`config.mk`:
```
export PLATFORM = sky130hd
export DESIGN_NAME = indexed_ordered_list_top
export DESIGN_NICKNAME = d
export VERILOG_FILES = /design/src/design/iol_pkg.sv /design/src/design/iol_ram.sv /design/src/design/indexed_ordered_list_top.sv
export SDC_FILE = /design/constraint.sdc
export NUM_CORES = 1
export LEC_CHECK = 0
export ABC_CLOCK_PERIOD_IN_PS = 7500
export BUFFER_PORTS_ARGS = -buffer_cell sky130_fd_sc_hd__buf_2
export CORE_MARGIN = 2
export CORE_UTILIZATION = 45
export DETAILED_ROUTE_END_ITERATION = 6
export HOLD_SLACK_MARGIN = 0.05
export SLEW_MARGIN = 20
export SYNTH_ARGS = -nofsm -noshare
export SYNTH_HDL_FRONTEND = slang
export SYNTH_HIERARCHICAL = 1
export SYNTH_SLANG_ARGS = --single-unit
```
`constraint.sdc`:
```
create_clock -name clk -period 7.5 [get_ports clk]
set_input_delay 0.375 -clock clk [delete_from_list [all_inputs] [get_ports clk]]
set_output_delay 0.375 -clock clk [all_outputs]
set_load 0.01 [all_outputs]
```
`src/design/iol_pkg.sv`:
```
package iol_pkg;

  localparam int CAPACITY   = 64;
  localparam int VALUE_BITS = 16;
  localparam int ADDR_BITS  = $clog2(CAPACITY);
  localparam int LEN_BITS   = 7;
  localparam int POS_BITS   = 7;
  localparam int OP_BITS    = 3;
  localparam int STAT_BITS  = 2;

  localparam logic [OP_BITS-1:0] OP_READ      = 3'd0;
  localparam logic [OP_BITS-1:0] OP_INS_HEAD  = 3'd1;
  localparam logic [OP_BITS-1:0] OP_INS_TAIL  = 3'd2;
  localparam logic [OP_BITS-1:0] OP_INS_AT    = 3'd3;
  localparam logic [OP_BITS-1:0] OP_DELETE    = 3'd4;

  localparam logic [STAT_BITS-1:0] ST_DONE  = 2'd0;
  localparam logic [STAT_BITS-1:0] ST_RANGE = 2'd1;
  localparam logic [STAT_BITS-1:0] ST_FULL  = 2'd2;

  typedef logic [VALUE_BITS-1:0] value_t;
  typedef logic [ADDR_BITS-1:0]  addr_t;
  typedef logic [LEN_BITS-1:0]   len_t;

endpackage

```
`src/design/iol_ram.sv`:
```
module iol_ram #(
  parameter int WIDTH = 16,
  parameter int DEPTH = 64
) (
  input  logic                     clk,
  input  logic                     we,
  input  logic [$clog2(DEPTH)-1:0] waddr,
  input  logic [WIDTH-1:0]         wdata,
  input  logic [$clog2(DEPTH)-1:0] raddr,
  output logic [WIDTH-1:0]         rdata
);

  logic [WIDTH-1:0] mem [DEPTH];

  always_ff @(posedge clk) begin
    if (we) begin
      mem[waddr] <= wdata;
    end
    rdata <= mem[raddr];
  end

endmodule

```
`src/design/indexed_ordered_list_top.sv`:
```
// Indexed ordered list of up to CAPACITY values, position 0 being the head.
// A request is transferred when start is high and busy is low; each request
// gives exactly one result, shown for one cycle with out_valid high, and the
// receiver cannot stall it. A rejected request (bad position, full list or
// unused code) answers on the cycle after the transfer; busy never rises.
// A read goes through the read-out state, taking the registered memory data.
// An insert or delete holds busy while entries move one place over, read
// and written in turn, and answers in the cycle that busy falls; the pace
// comes from the single entry memory's one write and one registered read port.
// The entry memory is not cleared after reset; entries beyond the length are
// never read, so no clearing pass is needed and requests are taken at once.
module indexed_ordered_list_top (
  input  logic                            clk,
  input  logic                            rst_n,
  input  logic                            start,
  output logic                            busy,
  input  logic [iol_pkg::OP_BITS-1:0]     in_op,
  input  logic [iol_pkg::POS_BITS-1:0]    in_position,
  input  logic [iol_pkg::VALUE_BITS-1:0]  in_value,
  output logic                            out_valid,
  output logic [iol_pkg::VALUE_BITS-1:0]  out_read_value,
  output logic [iol_pkg::STAT_BITS-1:0]   out_status,
  output logic [iol_pkg::LEN_BITS-1:0]    out_length
);
  import iol_pkg::*;

  // Sequencer states. A shift pass alternates between reading the neighbor
  // entry and writing it one place over, then ends in the finish state.
  localparam logic [2:0] S_IDLE  = 3'd0;
  localparam logic [2:0] S_RDOUT = 3'd1;
  localparam logic [2:0] S_SRD   = 3'd2;
  localparam logic [2:0] S_SWR   = 3'd3;
  localparam logic [2:0] S_FIN   = 3'd4;

  logic [2:0] state_r, state_nxt;
  len_t       count_r, count_nxt;
  addr_t      idx_r, idx_nxt;
  addr_t      end_r, end_nxt;
  logic       is_ins_r, is_ins_nxt;
  value_t     val_r, val_nxt;

  logic                 out_valid_r, out_valid_nxt;
  value_t               out_rd_r, out_rd_nxt;
  logic [STAT_BITS-1:0] out_st_r, out_st_nxt;
  len_t                 out_len_r, out_len_nxt;

  logic   ram_we;
  addr_t  ram_waddr, ram_raddr;
  value_t ram_wdata, ram_rdata;

  // The shared step unit: one index incrementer/decrementer. Deletes walk
  // toward the tail, inserts toward the head.
  addr_t idx_step;
  assign idx_step = is_ins_r ? idx_r - addr_t'(1) : idx_r + addr_t'(1);

  logic  full;
  logic  pos_lt_count;
  logic  pos_gt_count;
  addr_t pos_addr;
  addr_t count_addr;

  assign full         = (count_r == len_t'(CAPACITY));
  assign pos_lt_count = (len_t'(in_position) < count_r);
  assign pos_gt_count = (len_t'(in_position) > count_r);
  assign pos_addr     = in_position[ADDR_BITS-1:0];
  assign count_addr   = count_r[ADDR_BITS-1:0];

  iol_ram #(
    .WIDTH (VALUE_BITS),
    .DEPTH (CAPACITY)
  ) u_ram (
    .clk   (clk),
    .we    (ram_we),
    .waddr (ram_waddr),
    .wdata (ram_wdata),
    .raddr (ram_raddr),
    .rdata (ram_rdata)
  );

  always_comb begin
    state_nxt     = state_r;
    count_nxt     = count_r;
    idx_nxt       = idx_r;
    end_nxt       = end_r;
    is_ins_nxt    = is_ins_r;
    val_nxt       = val_r;
    out_valid_nxt = 1'b0;
    out_rd_nxt    = out_rd_r;
    out_st_nxt    = out_st_r;
    out_len_nxt   = out_len_r;
    ram_we        = 1'b0;
    ram_waddr     = idx_r;
    ram_wdata     = ram_rdata;
    ram_raddr     = pos_addr;

    unique case (state_r)
      S_IDLE: begin
        if (start) begin
          // Prepare a rejection result; the accepted paths overwrite it.
          out_rd_nxt  = '0;
          out_st_nxt  = ST_RANGE;
          out_len_nxt = count_r;
          val_nxt     = in_value;
          priority if (in_op == OP_READ) begin
            if (pos_lt_count) begin
              state_nxt = S_RDOUT;
            end else begin
              out_valid_nxt = 1'b1;
            end
          end else if (in_op == OP_INS_HEAD || in_op == OP_INS_TAIL ||
                       in_op == OP_INS_AT) begin
            is_ins_nxt = 1'b1;
            idx_nxt    = count_addr;
            if (full) begin
              out_st_nxt    = ST_FULL;
              out_valid_nxt = 1'b1;
            end else if (in_op == OP_INS_AT && pos_gt_count) begin
              out_valid_nxt = 1'b1;
            end else begin
              if (in_op == OP_INS_HEAD) begin
                end_nxt = '0;
              end else if (in_op == OP_INS_TAIL) begin
                end_nxt = count_addr;
              end else begin
                end_nxt = pos_addr;
              end
              state_nxt = (count_addr == end_nxt) ? S_FIN : S_SRD;
            end
          end else if (in_op == OP_DELETE) begin
            is_ins_nxt = 1'b0;
            idx_nxt    = pos_addr;
            end_nxt    = addr_t'(count_r - len_t'(1));
            if (pos_lt_count) begin
              state_nxt = (pos_addr == end_nxt) ? S_FIN : S_SRD;
            end else begin
              out_valid_nxt = 1'b1;
            end
          end else begin
            out_valid_nxt = 1'b1;
          end
        end
      end
      S_RDOUT: begin
        out_rd_nxt    = ram_rdata;
        out_st_nxt    = ST_DONE;
        out_valid_nxt = 1'b1;
        state_nxt     = S_IDLE;
      end
      S_SRD: begin
        ram_raddr = idx_step;
        state_nxt = S_SWR;
      end
      S_SWR: begin
        ram_we    = 1'b1;
        ram_waddr = idx_r;
        ram_wdata = ram_rdata;
        idx_nxt   = idx_step;
        state_nxt = (idx_step == end_r) ? S_FIN : S_SRD;
      end
      S_FIN: begin
        if (is_ins_r) begin
          ram_we    = 1'b1;
          ram_waddr = idx_r;
          ram_wdata = val_r;
          count_nxt = count_r + len_t'(1);
        end else begin
          count_nxt = count_r - len_t'(1);
        end
        out_rd_nxt    = '0;
        out_st_nxt    = ST_DONE;
        out_len_nxt   = count_nxt;
        out_valid_nxt = 1'b1;
        state_nxt     = S_IDLE;
      end
      default: begin
        state_nxt = S_IDLE;
      end
    endcase
  end

  always_ff @(posedge clk) begin
    if (!rst_n) begin
      state_r     <= S_IDLE;
      count_r     <= '0;
      out_valid_r <= 1'b0;
    end else begin
      state_r     <= state_nxt;
      count_r     <= count_nxt;
      out_valid_r <= out_valid_nxt;
    end
  end

  always_ff @(posedge clk) begin
    idx_r     <= idx_nxt;
    end_r     <= end_nxt;
    is_ins_r  <= is_ins_nxt;
    val_r     <= val_nxt;
    out_rd_r  <= out_rd_nxt;
    out_st_r  <= out_st_nxt;
    out_len_r <= out_len_nxt;
  end

  assign busy           = (state_r != S_IDLE);
  assign out_valid      = out_valid_r;
  assign out_read_value = out_rd_r;
  assign out_status     = out_st_r;
  assign out_length     = out_len_r;

endmodule
```
==> results of run 1 <==
worst max-delay path: cells and delay by family, from the launching register on:
kind / cells / cell delay, ps
and+or+nand+nor: 2 / 1090
AOI/OAI and AO/OA: 3 / 1030
DFF: 1 / 790
muxes: 1 / 790
adders and majority gates: 1 / 410
xor gates and xnor gates: 1 / 360
placed cells by master, fill, tap and decap left out, types with 28 or more instances in the layout:
cell	count
edfxtp_1	1078
mux4_2	220
clkbuf_16	115
mux2i_1	93
nand2_1	84
buf_4	79
nor2_1	76
buf_2	55
mux2_2	45
a21oi_1	40
a22oi_1	40
nor2b_1	35
nand3_1	30
clkbuf_1	28
worst max-delay path by stage:
stage | from | end | slack, ps
after floorplan | state_r[0] | u_ram/mem[49][0] | 4460
after global placement | is_ins_r | u_ram/rdata[10] | 2930
after detailed placement | is_ins_r | u_ram/rdata[10] | 2840
after CTS | is_ins_r | u_ram/rdata[10] | 2820
after global routing | is_ins_r | u_ram/rdata[2] | 2640
final | is_ins_r | u_ram/rdata[10] | 2840
state kept, by name, indices dropped and copies added (netlist names):
register,cells
is_ins_r,1
out_read_value,16
u_ram/mem,1024
end_r,6
out_valid,1
state_r,3
val_r,16
out_status,2
count_r,7
out_length,7
u_ram/rdata,16
idx_r,6
stage by stage:
stage	total power [uW]	worst slack, ps	hold slack (ps)	instance area (sq um)	cells
2_1_floorplan	8510	4460	474	43900	2188
3_3_place_gp	9230	2930	545	45700	3476
3_5_place_dp	9280	2840	553	45700	3476
4_1_cts	14800	2820	86.3	49500	3701
5_1_grt	15100	2640	150	49500	3701
6_report	14700	2840	132	49500	3702
cells in the mapped netlist (16+ instances only):
master,number
mux4_2,220
a221oi_1,16
o21ai_0,25
edfxtp_1,1078
dfxtp_1,27
nand3_1,30
mux2_2,47
xnor2_1,17
and2_1,27
nor2b_1,35
nor2_1,95
buf_2,44
a22oi_1,40
nand4_1,16
nand2_1,84
mux2i_1,93
a21oi_1,40
buf_6,20
clkbuf_1,33
layer usage:
layer / share of wire, % / track usage (%)
met1: 42 / 30.9
met2: 48 / 34.8
met3: 6.8 / 3.02
met4: 2.7 / 6.59
met5: 0.012 / 0
kinds of logic (layout without fill, tap and decap cells):
kind of cell	after synthesis	in the layout
DFF	1105	1105
muxes	364	364
and+or+nand+nor	337	337
AOI/OAI and AO/OA	203	203
buffers and inverters	141	378
xor gates and xnor gates	24	24
adders and majority gates	14	14
other	0	1
repair_timing:
item	in CTS	in global routing
endpoints found under the hold margin	24	0
buffers inserted	0	0
hold buffers	17	0
setup endpoints to repair	0	0
where the power goes:
| group | switching, uW | total [uW] | internal [uW] |
|---|---|---|---|
| logic | 1250 | 1740 | 494 |
| registers | 86.9 | 7410 | 7320 |
| clock network | 2310 | 5580 | 3270 |
layout make-up:
| class | count | area share [%] |
|---|---|---|
| diodes | 1 | 0.00505 |
| well taps | 1276 | 3.22 |
| flip-flops and latches | 1105 | 66.4 |
| repair buffers | 156 | 2.30 |
| inverters | 14 | 0.106 |
| multi-input cells | 942 | 20.5 |
| clock buffers | 145 | 6.08 |
| clock inverters | 63 | 1.35 |
==> metrics, run 1 <==
R2R Setup Slk=2840 ps; hold path depth=4; RSZ-0062 raised after global routing=false; FF/Latch Area=32900 sq um; Clock transition at path regs=60 ps; crit path cell chain=ha_1 > xor2_1 > mux2_8 > nor2b_1 > a22oi_1 > a41oi_1 > o21ai_0 > and4_1; initial antenna violation count=8; Yosys warnings=6; IO Count=56; Post-synth top flop=edfxtp_1; Detailed Route Iter0 Violations=2819; Seq/Total Area, Yosys=75.0%; Area growth, synth to finish=13.0%; HP Class=input port to flop; Resized Gates After CTS=0; relative slew slack=23.4%; XOR/XNOR share of the synthesized area=0.522%; Post-Synth Adder-Cell Area=0.417%; period utilisation layout=62.1%; Post-Synth Simple-Gate Area=3.81%; max_cap viols=0; Setup violations, final=0; core footprint=96700 sq um; hold_sp=in_op[2]; area occupied by multi-input gates=10200 sq um; layout cell share with drive strength beyond 1=25.0%; number of enable flip-flop cells after synthesis=1078; final slew viol count=0; Least-Margin Pin Slew=1150 ps; total grt overflow=0; CP Launch Type=flop; Fillers=7599; compound-cell area share of the yosys netlist=around 3.3%; DIE AREA=between 90000 and 100000 sq um; vias in the first global route=between 20000 and 25000; I/O Buffers=55; largest family of logic cells by synthesized area=multiplexers; H-tree Lvls=3; CP Data Required Time=about 8100 ps; status=finished, final reports clean; starting density of the core=45.4%; CTS Buf Count=113; RR Startpoint=is_ins_r; Post-Syn Nets=2231; GRT Total Usage=21.6%; first-pass GRT wire length=156000 microns; Mapped Area=~44000 sq um; Die Wd=316 microns; post-synth top area cell=edfxtp_1; Vias=around 22000; Sink Count=1105; post-DP HPWL=63600 microns; row cnt=around 110; Die H=316 microns; DRT Pass-1 Iters=7; Pleak=~0.016 uW; fin util=around half; via/cell ratio=5.95; routed len/inst=29.0 microns; routability congestion estimate=0.849; end of the worst hold path=state_r[0]; Root Buffer Master=clkbuf_16; worst setup path class=flop to flop; Yosys cell types=68; R2R cell count=8; CTS tree=built; fraction of registers with async set/reset=0%; Worst path max stage delay=790 ps; # DRC=0; final setup skew=between 30 and 40 ps; Worst setup EP type=flop; Worst EP arrival=5240 ps; Final Hold Viols=0; power per cell area=297 nW/um^2; CTS max path bufs=3; synth top area cells=edfxtp_1, mux4_2, mux2i_1; WL final=~110000 microns; VDD IR max=roughly 0.20 mV; FF-to-FF End=u_ram/rdata[10]; clk_lat worst skew=700 ps; Tmin final=roughly 4700 ps; Worst path slowest cell=edfxtp_1; syn avg cell area=20.0 sq um; largest net degree at the start of global routing=93; CP Max Fanout=89; Synth Register Bits=1105; nets=2375; Post-Syn Instances=2188; Synth top area share=73.8%; post-synthesis mux area share=14.9%; setup total negative slack=0 ps; Max Clock Freq=0.215 GHz; post-route ant nets=0
Note: power is estimated with default switching activity, not from simulation.
==> inputs of run 2 (changes only) <==
--- a/config.mk
+++ b/config.mk
@@ -5,7 +5,7 @@
 export SDC_FILE = /design/constraint.sdc
 export NUM_CORES = 1
 export LEC_CHECK = 0
-export ABC_CLOCK_PERIOD_IN_PS = 7500
+export ABC_CLOCK_PERIOD_IN_PS = 4500
 export BUFFER_PORTS_ARGS = -buffer_cell sky130_fd_sc_hd__buf_2
 export CORE_MARGIN = 2
 export CORE_UTILIZATION = 45
==> constraint.sdc (replaced) <==
create_clock -name clk -period 4.5 [get_ports clk]
set_input_delay 0.225 -clock clk [delete_from_list [all_inputs] [get_ports clk]]
set_output_delay 0.225 -clock clk [all_outputs]
set_load 0.01 [all_outputs]
==> run 2 against run 1 <==
  * Power is 63% higher
  * Sequential share of layout area is 0.25 points lower
  * Register-to-register slack worse by 2500 ps
  * Critical path type unchanged
  * Design area is 0.38% higher
  * Largest cell class unchanged
  * Largest power group unchanged
  * Non-clock buffer count is 59 higher
==> metrics, run 2 (synthesized netlist as in run 1, its figures left out) <==
status=finished, final reports clean; Worst EP arrival=between 4000 and 5000 ps; DRT Pass-1 Iters=5; routability congestion estimate=0.843; internal power=18000 uW; Max Clock Freq=roughly 0.24 GHz; CP Data Required Time=5080 ps; I/O Buffers=55; CTS max path bufs=3; core footprint=96700 sq um; VDD IR max=~0.33 mV; Vias=22200; IO Count=56; Sink Count=roughly 1100; setup bufs post-CTS=0; worst setup path start=is_ins_r; fin util=51.4%; HP Class=input port to flop; placed cell count=3528; WL final=roughly 110000 microns; met2 Usage GRT=34.3%; met1 global-route usage=31.5%; post-route cell area=49700 sq um; nets=~2400; GRT Total Usage=21.9%; FF-to-FF End=u_ram/rdata[5]; vias in the first global route=22300; RR Startpoint=is_ins_r; Root Buffer Master=clkbuf_16; R2R Setup Slk=just under 400 ps; initial antenna violation count=4; CTS tree=built; layout cell share with drive strength beyond 1=around a quarter; max_cap viols=0; commonest cells after routing, fill and taps aside=edfxtp_1, mux4_2, buf_4; final slew viol count=0; period utilisation layout=approximately 91%; total grt overflow=0; H-tree Lvls=3; commonest non-fill, non-tap cell in the layout=edfxtp_1; Least-Margin Pin Slew=1130 ps; max reg flops=1024; setup ws final=around 380 ps; Worst setup EP type=flop; Area growth, synth to finish=13.4%; R2R cell count=10; Die H=around 320 microns; GRT busiest layer=met2; CP Max Fanout=16; Final Hold Viols=0; CTS Buf Count=110; Resized Gates After CTS=0; Pleak=0.0159 uW; power per cell area=between 400 and 500 nW/um^2; # DRC=0; via/cell ratio=5.91; end of the critical path=u_ram/rdata[5]; worst setup path class=flop to flop; Clk pwr share=36.1%; clk_lat worst skew=around 680 ps; net switching fraction of the power=24.9%; post-DP HPWL=between 60000 and 70000 microns; Clock transition at path regs=60 ps; Tmin final=approximately 4100 ps; relative slew slack=25.0%; row cnt=114; largest net degree at the start of global routing=66; Biggest register=u_ram/mem; filler-free cell count of the finished design=3762; first-pass GRT wire length=157000 microns; setup total negative slack=0 ps; starting density of the core=45.4%; Die Wd=316 microns; DIE AREA=approximately 100000 sq um; final setup skew=24.6 ps; Net Switching=5970 uW; RSZ-0062 raised after global routing=false; post-route ant nets=0; DP Worst Slack=413 ps; CP Launch Type=flop; met3 GRT Util=3.97%; Detailed Route Iter0 Violations=2691; Logic pwr share=12.6%; Flop pwr share=51.4%; Setup violations, final=0; Placed Area=46100 sq um; routed len/inst=~29 microns
run 2: cell types whose count changed in the layout (fill, tap and decap cells not counted), sizes merged:
cell / change
buf: +52
bufinv: -9
clkbuf: +12
clkinv: -6
clkinvlp: -2
diode: +2
dlygate4sd3: +7
inv: +4
run 2: power by group through the flow:
stage	logic, uW	registers [uW]	clock network, uW
floorplan	1730	12400	0
global placement	2920	12500	0
detailed placement	3010	12500	0
CTS	3040	12300	8820
global route	3210	12300	9220
finish	3020	12300	8640
run 2: repair_timing:
action,in CTS,in global routing
hold endpoints to repair,28,0
hold buffers,24,0
setup endpoints to repair,0,0
run 2: how the worst min path moves through the flow:
| stage | depth (start not counted) | to | slack (ps) | from |
|---|---|---|---|---|
| floorplan | 0 | val_r[0] | 320 | in_value[0] |
| detailed placement | 1 | val_r[9] | 400 | in_value[9] |
| finish | 3 | is_ins_r | 110 | start |
| global route | 3 | is_ins_r | 120 | start |
| global placement | 1 | val_r[1] | 400 | in_value[1] |
| CTS | 3 | is_ins_r | 70 | start |
run 2: routing by layer:
metal	part of all wire, %	vias up
li1	-	9396
met1	42	11800
met2	47	909
met3	7.7	170
met4	2.9	0
met5	0	-
run 2: cell type report:
type	count	area (sq um)
multi-input combinational	942	10100
antenna	3	7.51
timing repair buffer	215	1690
clock buffer	157	3030
fill	7646	47000
clock inverter	50	342
sequential	1105	32900
inverter	14	52.6
tap	1276	1600
run 2: metrics by stage:
stage / power [uW] / hold WS (ps)
finish: 24000 / 112
global route: 24700 / 123
CTS: 24200 / 66.5
detailed placement: 15500 / 403
global placement: 15400 / 405
floorplan: 14200 / 324
run 2: critical path, stage by stage, from the launching register on:
cell and delay, ps:
edfxtp_1 580, ha_1 460, a21oi_1 110, a21boi_1 220
nor4_1 80, a311oi_1 470, mux2_2 520, nand2_1 520
a41oi_1 500, o21ai_0 280, and4_1 260
